File: config.mk
export PLATFORM = sky130hd
export DESIGN_NAME = centered_moving_average_pair_flat
export DESIGN_NICKNAME = d
export VERILOG_FILES = /design/src/rtl/core/cmap_pkg.sv /design/src/rtl/core/cmap_in_if.sv /design/src/rtl/core/cmap_out_if.sv /design/src/rtl/core/cmap_lane.sv /design/src/rtl/core/centered_moving_average_pair.sv /design/src/flat_wrapper.sv
export SDC_FILE = /design/constraint.sdc
export NUM_CORES = 2
export LEC_CHECK = 0
export BUFFER_PORTS_ARGS = -buffer_cell sky130_fd_sc_hd__buf_2
export CAP_MARGIN = 20
export CORE_ASPECT_RATIO = 0.75
export CORE_UTILIZATION = 60
export DETAILED_ROUTE_END_ITERATION = 7
export GPL_ROUTABILITY_DRIVEN = 1
export PLACE_DENSITY = 0.77
export SLEW_MARGIN = 20
export SYNTH_ARGS = -nofsm -noshare
export SYNTH_HDL_FRONTEND = slang
export SYNTH_SLANG_ARGS = --single-unit
File: constraint.sdc
create_clock -name i_clk -period 8.8 [get_ports i_clk]
set_input_delay 1.76 -clock i_clk [delete_from_list [all_inputs] [get_ports i_clk]]
set_output_delay 1.76 -clock i_clk [all_outputs]
set_load 0.01 [all_outputs]
File: src/rtl/core/cmap_pkg.sv
package cmap_pkg;

    // Window geometry
    localparam int MAX_HALF = 8;
    localparam int WIN_MAX  = 2 * MAX_HALF + 1;
    localparam int WIN_AW   = $clog2(WIN_MAX);
    localparam int CNT_W    = $clog2(WIN_MAX + 1);

    // Sample and sum widths
    localparam int SMP_W    = 32;
    localparam int HW_W     = 4;
    localparam int SUM_W    = SMP_W + $clog2(WIN_MAX);

    // Divider: DIV_BITS quotient bits per cycle
    localparam int DIV_BITS  = 4;
    localparam int DIV_STEPS = (SUM_W + DIV_BITS - 1) / DIV_BITS;
    localparam int DIV_W     = DIV_STEPS * DIV_BITS;
    localparam int STEP_W    = $clog2(DIV_STEPS);

    typedef enum logic [2:0] {
        S_IDLE,
        S_PREP,
        S_DIV,
        S_EMIT,
        S_DUMP
    } t_state;

    // Control from the sequencer to each lane
    typedef struct packed {
        logic              push;      // write sample, update sum
        logic              full;      // window full: retire the oldest sample
        logic              clear;     // zero the running sum
        logic [WIN_AW-1:0] addr;      // window slot to write and read
        logic              div_load;  // latch |sum| into the divider
        logic              div_step;  // advance the divider
    } t_lane_ctl;

endpackage

File: src/rtl/core/cmap_in_if.sv
interface cmap_in_if;
    logic               valid;
    logic               ready;
    logic signed [31:0] sample_a;
    logic signed [31:0] sample_b;
    logic               run_end;

    modport source (output valid, output sample_a, output sample_b, output run_end,
                    input ready);
    modport sink   (input valid, input sample_a, input sample_b, input run_end,
                    output ready);
endinterface

File: src/rtl/core/cmap_out_if.sv
interface cmap_out_if;
    logic               valid;
    logic               ready;
    logic signed [31:0] smooth_a;
    logic signed [31:0] smooth_b;
    logic               out_end;

    modport source (output valid, output smooth_a, output smooth_b, output out_end,
                    input ready);
    modport sink   (input valid, input smooth_a, input smooth_b, input out_end,
                    output ready);
endinterface

File: src/rtl/core/cmap_lane.sv
module cmap_lane (
    input  logic                                i_clk,
    input  logic                                i_rst_n,
    input  cmap_pkg::t_lane_ctl                 i_ctl,
    input  logic signed [cmap_pkg::SMP_W-1:0]   i_sample,
    input  logic [cmap_pkg::CNT_W-1:0]          i_win,
    output logic signed [cmap_pkg::SMP_W-1:0]   o_avg,
    output logic signed [cmap_pkg::SMP_W-1:0]   o_rd_data
);
    import cmap_pkg::*;

    logic signed [SMP_W-1:0] r_win [WIN_MAX];
    logic signed [SUM_W-1:0] r_sum;
    logic signed [SUM_W-1:0] n_sum;
    logic signed [SUM_W-1:0] w_add;
    logic signed [SUM_W-1:0] w_sub;
    logic [SUM_W-1:0]        w_mag;

    logic                    r_neg;
    logic [DIV_W-1:0]        r_num;
    logic [CNT_W-1:0]        r_rem;
    logic [DIV_W-1:0]        n_num;
    logic [CNT_W-1:0]        n_rem;
    logic [CNT_W:0]          w_part;
    logic [SMP_W-1:0]        w_quo;

    assign o_rd_data = r_win[i_ctl.addr];

    // Running sum: add the new sample, retire the overwritten one
    assign w_add = SUM_W'(i_sample);
    assign w_sub = i_ctl.full ? SUM_W'(o_rd_data) : '0;
    assign n_sum = r_sum + w_add - w_sub;
    assign w_mag = r_sum[SUM_W-1] ? SUM_W'(-r_sum) : SUM_W'(r_sum);

    always_ff @(posedge i_clk) begin
        if (i_ctl.push) begin
            r_win[i_ctl.addr] <= i_sample;
        end
    end

    always_ff @(posedge i_clk) begin
        if (!i_rst_n) begin
            r_sum <= '0;
        end else if (i_ctl.clear) begin
            r_sum <= '0;
        end else if (i_ctl.push) begin
            r_sum <= n_sum;
        end
    end

    // Restoring division of |sum| by the window length, DIV_BITS bits a cycle
    always_comb begin
        n_rem  = r_rem;
        n_num  = r_num;
        w_part = '0;
        for (int k = 0; k < DIV_BITS; k++) begin
            w_part = {n_rem, n_num[DIV_W-1]};
            n_num  = {n_num[DIV_W-2:0], 1'b0};
            if (w_part >= {1'b0, i_win}) begin
                n_rem    = CNT_W'(w_part - {1'b0, i_win});
                n_num[0] = 1'b1;
            end else begin
                n_rem = w_part[CNT_W-1:0];
            end
        end
    end

    always_ff @(posedge i_clk) begin
        if (i_ctl.div_load) begin
            r_neg <= r_sum[SUM_W-1];
            r_num <= DIV_W'(w_mag);
            r_rem <= '0;
        end else if (i_ctl.div_step) begin
            r_num <= n_num;
            r_rem <= n_rem;
        end
    end

    // Restore the sign: truncation toward zero
    assign w_quo = r_num[SMP_W-1:0];
    assign o_avg = r_neg ? SMP_W'(-w_quo) : SMP_W'(w_quo);

endmodule

File: src/rtl/core/centered_moving_average_pair.sv
// Centered boxcar smoother for two channels of signed Q16.16 samples. A run of
// sample pairs ends with run_end; each channel is averaged over W = 2h+1
// samples centered on each position, h taken from the 4-bit half-width
// register (values above 8 act as 8, reset value 4). The first h and last h
// positions repeat the first and last full-window average; a run shorter than
// W comes back unchanged. Averages are exact sums divided by W, truncated
// toward zero. Results leave in input order on the output channel, the last
// one of each run flagged with out_end. Sequence: an item that does not yet
// fill the window is only accepted into it; an item that produces an average
// is accepted, has its sum latched into the divider, runs through the divider
// (4 quotient bits per cycle over the 40-bit dividend) and then emits each
// result copy in turn. The input is not ready again until the item is done.
// A short run ending early flushes its held samples one at a time.
// Output stalls stretch the emit and flush phases only. Writing half-width
// drops any partial run without output; write it only while the block is idle.
module centered_moving_average_pair (
    input  logic                      i_clk,
    input  logic                      i_rst_n,
    input  logic                      i_cfg_we,
    input  logic [cmap_pkg::HW_W-1:0] i_cfg_data,
    cmap_in_if.sink                   i_in,
    cmap_out_if.source                o_out
);
    import cmap_pkg::*;

    t_state             r_state;
    t_state             n_state;
    logic [HW_W-1:0]    r_hw;
    logic [CNT_W-1:0]   r_fill;
    logic [CNT_W-1:0]   n_fill;
    logic [WIN_AW-1:0]  r_wp;
    logic [WIN_AW-1:0]  n_wp;
    logic [CNT_W-1:0]   r_cnt;
    logic [CNT_W-1:0]   n_cnt;
    logic [WIN_AW-1:0]  r_idx;
    logic [WIN_AW-1:0]  n_idx;
    logic [STEP_W-1:0]  r_step;
    logic [STEP_W-1:0]  n_step;
    logic               r_end;
    logic               n_end;

    // Output register: the merge stage that joins both lanes into one item
    logic               r_ov;
    logic [SMP_W-1:0]   r_oa;
    logic [SMP_W-1:0]   r_ob;
    logic               r_oend;
    logic               w_load;
    logic [SMP_W-1:0]   w_ld_a;
    logic [SMP_W-1:0]   w_ld_b;
    logic               w_ld_end;
    logic               w_out_free;

    logic [CNT_W-1:0]   w_h;
    logic [CNT_W-1:0]   w_w;
    logic [CNT_W-1:0]   w_fill_nx;
    logic [WIN_AW-1:0]  w_wp_nx;
    logic               w_full;

    t_lane_ctl          w_ctl;
    logic [SMP_W-1:0]   w_avg_a;
    logic [SMP_W-1:0]   w_avg_b;
    logic [SMP_W-1:0]   w_rd_a;
    logic [SMP_W-1:0]   w_rd_b;

    // Effective half width saturates at MAX_HALF
    assign w_h       = (r_hw > MAX_HALF) ? CNT_W'(MAX_HALF) : CNT_W'(r_hw);
    assign w_w       = {w_h[CNT_W-2:0], 1'b1};
    assign w_full    = (r_fill == w_w);
    assign w_fill_nx = r_fill + 1'b1;
    assign w_wp_nx   = (r_wp == WIN_AW'(w_w - 1'b1)) ? '0 : WIN_AW'(r_wp + 1'b1);

    assign w_out_free = !r_ov || o_out.ready;
    assign i_in.ready = (r_state == S_IDLE);

    cmap_lane u_lane_a (
        .i_clk     (i_clk),
        .i_rst_n   (i_rst_n),
        .i_ctl     (w_ctl),
        .i_sample  (i_in.sample_a),
        .i_win     (w_w),
        .o_avg     (w_avg_a),
        .o_rd_data (w_rd_a)
    );

    cmap_lane u_lane_b (
        .i_clk     (i_clk),
        .i_rst_n   (i_rst_n),
        .i_ctl     (w_ctl),
        .i_sample  (i_in.sample_b),
        .i_win     (w_w),
        .o_avg     (w_avg_b),
        .o_rd_data (w_rd_b)
    );

    always_ff @(posedge i_clk) begin
        if (!i_rst_n) begin
            r_state <= S_IDLE;
            r_hw    <= HW_W'(4);
            r_fill  <= '0;
            r_wp    <= '0;
            r_cnt   <= '0;
            r_idx   <= '0;
            r_step  <= '0;
            r_end   <= 1'b0;
        end else begin
            r_state <= n_state;
            r_fill  <= n_fill;
            r_wp    <= n_wp;
            r_cnt   <= n_cnt;
            r_idx   <= n_idx;
            r_step  <= n_step;
            r_end   <= n_end;
            if (i_cfg_we) begin
                r_hw <= i_cfg_data;
            end
        end
    end

    always_comb begin
        n_state  = r_state;
        n_fill   = r_fill;
        n_wp     = r_wp;
        n_cnt    = r_cnt;
        n_idx    = r_idx;
        n_step   = r_step;
        n_end    = r_end;
        w_ctl    = '0;
        w_ctl.addr = (r_state == S_DUMP) ? r_idx : r_wp;
        w_load   = 1'b0;
        w_ld_a   = w_avg_a;
        w_ld_b   = w_avg_b;
        w_ld_end = 1'b0;

        case (r_state)
            S_IDLE: begin
                if (i_in.valid) begin
                    w_ctl.push = 1'b1;
                    w_ctl.full = w_full;
                    n_wp       = w_wp_nx;
                    n_end      = i_in.run_end;
                    if (w_full) begin
                        // Sliding window: one average, plus h tail copies at run end
                        n_cnt   = i_in.run_end ? CNT_W'(w_h + 1'b1) : CNT_W'(1);
                        n_state = S_PREP;
                    end else if (w_fill_nx == w_w) begin
                        // Window just filled: head copies, or all W at run end
                        n_fill  = w_fill_nx;
                        n_cnt   = i_in.run_end ? w_w : CNT_W'(w_h + 1'b1);
                        n_state = S_PREP;
                    end else begin
                        n_fill = w_fill_nx;
                        if (i_in.run_end) begin
                            // Short run: flush held samples as they are
                            n_cnt       = w_fill_nx;
                            n_idx       = '0;
                            w_ctl.clear = 1'b1;
                            n_state     = S_DUMP;
                        end
                    end
                    if (i_in.run_end) begin
                        n_fill = '0;
                        n_wp   = '0;
                    end
                end
            end
            S_PREP: begin
                // Latch |sum| into the divider, then drop the sum if the run ended
                w_ctl.div_load = 1'b1;
                w_ctl.clear    = r_end;
                n_step         = '0;
                n_state        = S_DIV;
            end
            S_DIV: begin
                w_ctl.div_step = 1'b1;
                n_step         = STEP_W'(r_step + 1'b1);
                if (r_step == STEP_W'(DIV_STEPS - 1)) begin
                    n_state = S_EMIT;
                end
            end
            S_EMIT: begin
                if (w_out_free) begin
                    w_load   = 1'b1;
                    w_ld_end = r_end && (r_cnt == CNT_W'(1));
                    n_cnt    = r_cnt - 1'b1;
                    if (r_cnt == CNT_W'(1)) begin
                        n_state = S_IDLE;
                    end
                end
            end
            S_DUMP: begin
                if (w_out_free) begin
                    w_load   = 1'b1;
                    w_ld_a   = w_rd_a;
                    w_ld_b   = w_rd_b;
                    w_ld_end = (r_cnt == CNT_W'(1));
                    n_idx    = WIN_AW'(r_idx + 1'b1);
                    n_cnt    = r_cnt - 1'b1;
                    if (r_cnt == CNT_W'(1)) begin
                        n_state = S_IDLE;
                    end
                end
            end
            default: begin
                n_state = S_IDLE;
            end
        endcase

        // A half-width write drops any partial run
        if (i_cfg_we) begin
            n_fill      = '0;
            n_wp        = '0;
            w_ctl.clear = 1'b1;
        end
    end

    // Hold the result until taken; load the next one as the old one leaves
    always_ff @(posedge i_clk) begin
        if (!i_rst_n) begin
            r_ov <= 1'b0;
        end else if (w_load) begin
            r_ov <= 1'b1;
        end else if (o_out.ready) begin
            r_ov <= 1'b0;
        end
    end

    always_ff @(posedge i_clk) begin
        if (w_load) begin
            r_oa   <= w_ld_a;
            r_ob   <= w_ld_b;
            r_oend <= w_ld_end;
        end
    end

    assign o_out.valid    = r_ov;
    assign o_out.smooth_a = r_oa;
    assign o_out.smooth_b = r_ob;
    assign o_out.out_end  = r_oend;

endmodule
File: src/flat_wrapper.sv
// flat-port wrapper written by rule: the top's interface ports become plain ports
module centered_moving_average_pair_flat import cmap_pkg::*;
  (i_clk, i_rst_n, i_cfg_we, i_cfg_data, i_in_valid, i_in_sample_a, i_in_sample_b, i_in_run_end, i_in_ready, o_out_valid, o_out_smooth_a, o_out_smooth_b, o_out_out_end, o_out_ready);
  cmap_in_if i_in_i ();
  cmap_out_if o_out_i ();
  input  logic i_clk;
  input  logic i_rst_n;
  input  logic i_cfg_we;
  input  logic [cmap_pkg::HW_W-1:0] i_cfg_data;
  input wire logic [$bits(i_in_i.valid)-1:0] i_in_valid;
  input wire logic [$bits(i_in_i.sample_a)-1:0] i_in_sample_a;
  input wire logic [$bits(i_in_i.sample_b)-1:0] i_in_sample_b;
  input wire logic [$bits(i_in_i.run_end)-1:0] i_in_run_end;
  output wire logic [$bits(i_in_i.ready)-1:0] i_in_ready;
  output wire logic [$bits(o_out_i.valid)-1:0] o_out_valid;
  output wire logic [$bits(o_out_i.smooth_a)-1:0] o_out_smooth_a;
  output wire logic [$bits(o_out_i.smooth_b)-1:0] o_out_smooth_b;
  output wire logic [$bits(o_out_i.out_end)-1:0] o_out_out_end;
  input wire logic [$bits(o_out_i.ready)-1:0] o_out_ready;
  assign i_in_i.valid = i_in_valid;
  assign i_in_i.sample_a = i_in_sample_a;
  assign i_in_i.sample_b = i_in_sample_b;
  assign i_in_i.run_end = i_in_run_end;
  assign i_in_ready = i_in_i.ready;
  assign o_out_valid = o_out_i.valid;
  assign o_out_smooth_a = o_out_i.smooth_a;
  assign o_out_smooth_b = o_out_i.smooth_b;
  assign o_out_out_end = o_out_i.out_end;
  assign o_out_i.ready = o_out_ready;
  centered_moving_average_pair u_core (.i_clk(i_clk), .i_rst_n(i_rst_n), .i_cfg_we(i_cfg_we), .i_cfg_data(i_cfg_data), .i_in(i_in_i), .o_out(o_out_i));
endmodule
==> run_summary.xml <==
<?xml version="1.0" encoding="UTF-8"?>
<metrics>
  <group name="outcome">
    <metric name="outcome" unit="">complete, no violations</metric>
  </group>
  <group name="critical_path">
    <metric name="slowest_stage" unit="">dfxtp_1</metric>
    <metric name="timing.critical_path.slowest_cell_delay" unit="ps">440</metric>
    <metric name="worstPathArrival" unit="ps">8490</metric>
    <metric name="critPathTopFamily" unit="">compound AO/OA/AOI/OAI gates</metric>
    <metric name="worst_setup_path_start_kind" unit="">register</metric>
    <metric name="cpMostUsedCell" unit="">ha_1</metric>
    <metric name="worst-path-buf-inv" unit="">1</metric>
    <metric name="crit_required" unit="ps">9440</metric>
    <metric name="criticalPathCategory" unit="">register to register</metric>
    <metric name="crit_start" unit="">u_core.r_hw[3]</metric>
    <metric name="cp-end-kind" unit="">register</metric>
    <metric name="timing.critical_path.fanout_max" unit="">15</metric>
    <metric name="worst_r2r_startpoint" unit="">u_core.r_hw[3]</metric>
  </group>
  <group name="floorplanning">
    <metric name="effective_utilization_at_floorplan" unit="%">60.8</metric>
    <metric name="die-height" unit="um">282</metric>
    <metric name="die_w" unit="um">376</metric>
    <metric name="dieArea" unit="um^2">106000</metric>
    <metric name="io-pin-count" unit="">141</metric>
    <metric name="placeableCoreArea" unit="um^2">104000</metric>
    <metric name="fp-row-count" unit="">102</metric>
  </group>
  <group name="power">
    <metric name="clock_power_share" unit="%">27.9</metric>
    <metric name="share_seq_of_total_power" unit="%">39.2</metric>
    <metric name="p_per_cell_area" unit="nW/um^2">288</metric>
    <metric name="cell_leakage_power" unit="nW">24.0</metric>
    <metric name="worst_ir_drop_vdd" unit="uV">383</metric>
    <metric name="comb_power_share" unit="%">32.9</metric>
    <metric name="switchingPower" unit="mW">6.61</metric>
    <metric name="p_sw_share" unit="%">33.0</metric>
    <metric name="intPower" unit="mW">13.4</metric>
  </group>
  <group name="place">
    <metric name="place.gp.congestion" unit="">0.920</metric>
    <metric name="post-place-ws" unit="ps">1020</metric>
    <metric name="placed_cell_area" unit="um^2">65400</metric>
    <metric name="dp_hpwl" unit="um">96900</metric>
    <metric name="placement.io_buffers" unit="">140</metric>
  </group>
  <group name="cells_and_area">
    <metric name="design_area" unit="um^2">69600</metric>
    <metric name="area_growth_syn_to_layout" unit="%">10.7</metric>
    <metric name="num-nets-final" unit="">4772</metric>
    <metric name="layout.cells.most_common" unit="">edfxtp_1</metric>
    <metric name="multiInputGateArea" unit="um^2">21800</metric>
    <metric name="final_layout_size_suffix_gt1_share" unit="%">15.8</metric>
    <metric name="fill_cells" unit="">6927</metric>
    <metric name="register_area" unit="um^2">39400</metric>
    <metric name="final_util" unit="%">67.3</metric>
    <metric name="most-common-layout-cells" unit="">1229 x edfxtp_1, 350 x nand2_1, 329 x inv_1</metric>
  </group>
  <group name="synth">
    <metric name="postSynth.asyncResetShare" unit="%">0</metric>
    <metric name="synth_enable_flop_cells" unit="">1229</metric>
    <metric name="post-synth-top-area-fraction" unit="%">58.7</metric>
    <metric name="ys_warn_count" unit="">0</metric>
    <metric name="synth_seq_area_share" unit="%">62.6</metric>
    <metric name="postSynthAreaPerCell" unit="um^2">14.5</metric>
    <metric name="number_of_distinct_library_cell_variants_in_the_gate_level_netlist_after_synthesis" unit="">76</metric>
    <metric name="synth.net_count" unit="">4631</metric>
    <metric name="netlist_area" unit="um^2">62900</metric>
    <metric name="dominantRegCellSynth" unit="">edfxtp_1</metric>
    <metric name="syn_inst_count" unit="">4349</metric>
    <metric name="synth-seq-cells" unit="">1352</metric>
    <metric name="yosys.area.top_type" unit="">edfxtp_1</metric>
    <metric name="synth_area_leaders" unit="">edfxtp_1 59%, mux4_2 9.2%, dfxtp_1 3.9%</metric>
  </group>
  <group name="cts">
    <metric name="hold_buffers" unit="">0</metric>
    <metric name="cts_num_sinks" unit="">1352</metric>
    <metric name="tritoncts_clock_tree" unit="">yes</metric>
    <metric name="clk-insertion-delay-late" unit="ps">760</metric>
    <metric name="clkSlewWorstSetupHoldPaths" unit="ps">60</metric>
    <metric name="clock_path_buffers" unit="">3</metric>
    <metric name="clock_tree.htree_level_count" unit="">4</metric>
    <metric name="cts_root_buf" unit="">clkbuf_16</metric>
    <metric name="post_cts_buffers" unit="">0</metric>
    <metric name="cts.repair.resized" unit="">0</metric>
    <metric name="cts_made_buffers" unit="">130</metric>
  </group>
  <group name="detailed_routing">
    <metric name="route.vias.total" unit="">38393</metric>
    <metric name="drt_first_iter_violations" unit="">4698</metric>
    <metric name="route.detailed.vias_per_inst" unit="">6.40</metric>
    <metric name="wl" unit="um">161000</metric>
    <metric name="drtPass1Iterations" unit="">6</metric>
    <metric name="drt-wirelength-per-cell" unit="um">26.7</metric>
    <metric name="drt_drc_violations_left" unit="">0</metric>
    <metric name="detail-route-antenna-nets" unit="">0</metric>
  </group>
  <group name="sta">
    <metric name="final.period_utilization" unit="%">89.2</metric>
    <metric name="setup_tns" unit="ps">0</metric>
    <metric name="maximum_clock_skew_at_final_layout" unit="ps">28.8</metric>
    <metric name="period_needed" unit="ps">7850</metric>
    <metric name="setup_viol" unit="">0</metric>
    <metric name="finalHoldWorstSlack" unit="ps">459</metric>
    <metric name="timing.max_slew.rel_slack" unit="%">23.3</metric>
    <metric name="hold_violations" unit="">0</metric>
    <metric name="final_max_slew_viol_count" unit="">0</metric>
    <metric name="worst_slack" unit="ps">950</metric>
    <metric name="max_slew.worst_pin.slew" unit="ps">1150</metric>
    <metric name="max_freq" unit="MHz">127</metric>
    <metric name="grt_setup_unrepaired" unit="">false</metric>
  </group>
  <group name="grt">
    <metric name="number_of_global_route_vias_before_repair" unit="">37500</metric>
    <metric name="grt_pass1_wl" unit="um">237000</metric>
    <metric name="grt_remaining_overflow" unit="">0</metric>
    <metric name="grt_start_max_net_pins" unit="">83</metric>
    <metric name="global_route.usage.total" unit="%">30.5</metric>
    <metric name="antenna_found_initial" unit="">14</metric>
  </group>
  <group name="flow_run">
    <metric name="timing.max_cap.violations" unit="">0</metric>
  </group>
  <group name="hold_path">
    <metric name="hold_path_startpoint" unit="">u_core.u_lane_b.r_sum[32]</metric>
    <metric name="hold_path.class" unit="">register to register</metric>
  </group>
</metrics>
[synth_stat cells, drive strengths merged (10+ instances only)]
cell	n
a21boi	15
a21o	47
o21a	23
edfxtp	1229
buf	36
clkbuf	160
mux2	17
xor2	97
and3	15
and2	77
mux2i	157
nor2b	17
nor2	194
nand2	352
nor3	34
o31ai	47
a211oi	18
or3	33
fa	80
a31oi	13
nand3	49
inv	330
a21oi	216
xnor2	126
ha	128
nand4	20
nor3b	10
nand2b	16
o21ai	197
dfxtp	123
o221ai	65
mux4	256
o41ai	19
or4	20
nor4	16
[sequential cells by signal, summed over array words and instances (netlist names), 3 cells and up]
signal	cells
u_core.r_cnt	5
u_core.r_wp	5
u_core.o_out.smooth_b	32
u_core.r_idx	5
u_core.u_lane_a.r_num	40
u_core.u_lane_a.r_sum	37
u_core.r_state	3
u_core.r_hw	4
u_core.u_lane_a.r_rem	5
u_core.u_lane_a.r_win	544
u_core.u_lane_b.r_num	40
u_core.u_lane_b.r_sum	37
u_core.u_lane_b.r_win	544
u_core.r_step	4
u_core.r_fill	5
u_core.u_lane_b.r_rem	5
u_core.o_out.smooth_a	32
[tightest hold or removal path, stage by stage, from the launching register on]
cell and delay, ps:
dfxtp_1 310, nand2_1 50, a21oi_1 50
[power by group through the flow]
stage,combinational [mW],clock (mW),sequential (mW)
4_1_cts,6.54,5.64,7.84
6_report,6.59,5.60,7.85
3_3_place_gp,6.46,0,7.95
3_5_place_dp,6.48,0,7.97
2_1_floorplan,4.90,0,7.90
5_1_grt,7.31,5.86,7.88
[routing by layer]
metal  part of all wire, %  wire length, um  track usage [%]  up-vias
li1                      -                -                -    16679
met1                    41            65200             43.3    19252
met2                    46            74600             47.4     2112
met3                   8.9            14300             5.10      332
met4                   3.9             6290             12.7       18
met5                 0.070              112                0        -
[logic make-up after synthesis]
kind of cell / share of synthesized area, %
muxes: 12.0
buffers and inverters: 3.16
xor gates and xnor gates: 3.14
AOI/OAI and AO/OA: 7.39
and+or+nand+nor: 6.64
adders and majority gates: 5.09
DFF: 62.6
[per-stage QoR]
step | total power, mW | std cells
after floorplan | 12.8 | 4349
after global placement | 14.4 | 5761
after detailed placement | 14.4 | 5762
after CTS | 20.0 | 5995
after global routing | 21.1 | 5999
final | 20.0 | 6001
[final timing paths]
check,to,slack [ps],cells after the start
worst max-delay path,u_core.u_lane_a.r_rem[0],950,31
worst min-delay path,u_core.u_lane_b.r_sum[32],460,2
worst max register to register,u_core.u_lane_a.r_rem[0],950,31
worst min register to register,u_core.u_lane_b.r_sum[32],460,2
[layout make-up]
class / count / area share (%)
Clock inverter: 70 / 1.09
Sequential cell: 1352 / 56.5
Inverter: 330 / 1.78
Clock buffer: 163 / 4.95
Timing Repair Buffer: 205 / 1.83
Antenna cell: 6 / 0.0216
Tap cell: 1404 / 2.52
Multi-Input combinational cell: 2471 / 31.3
Power figures use the tool's default switching activity.
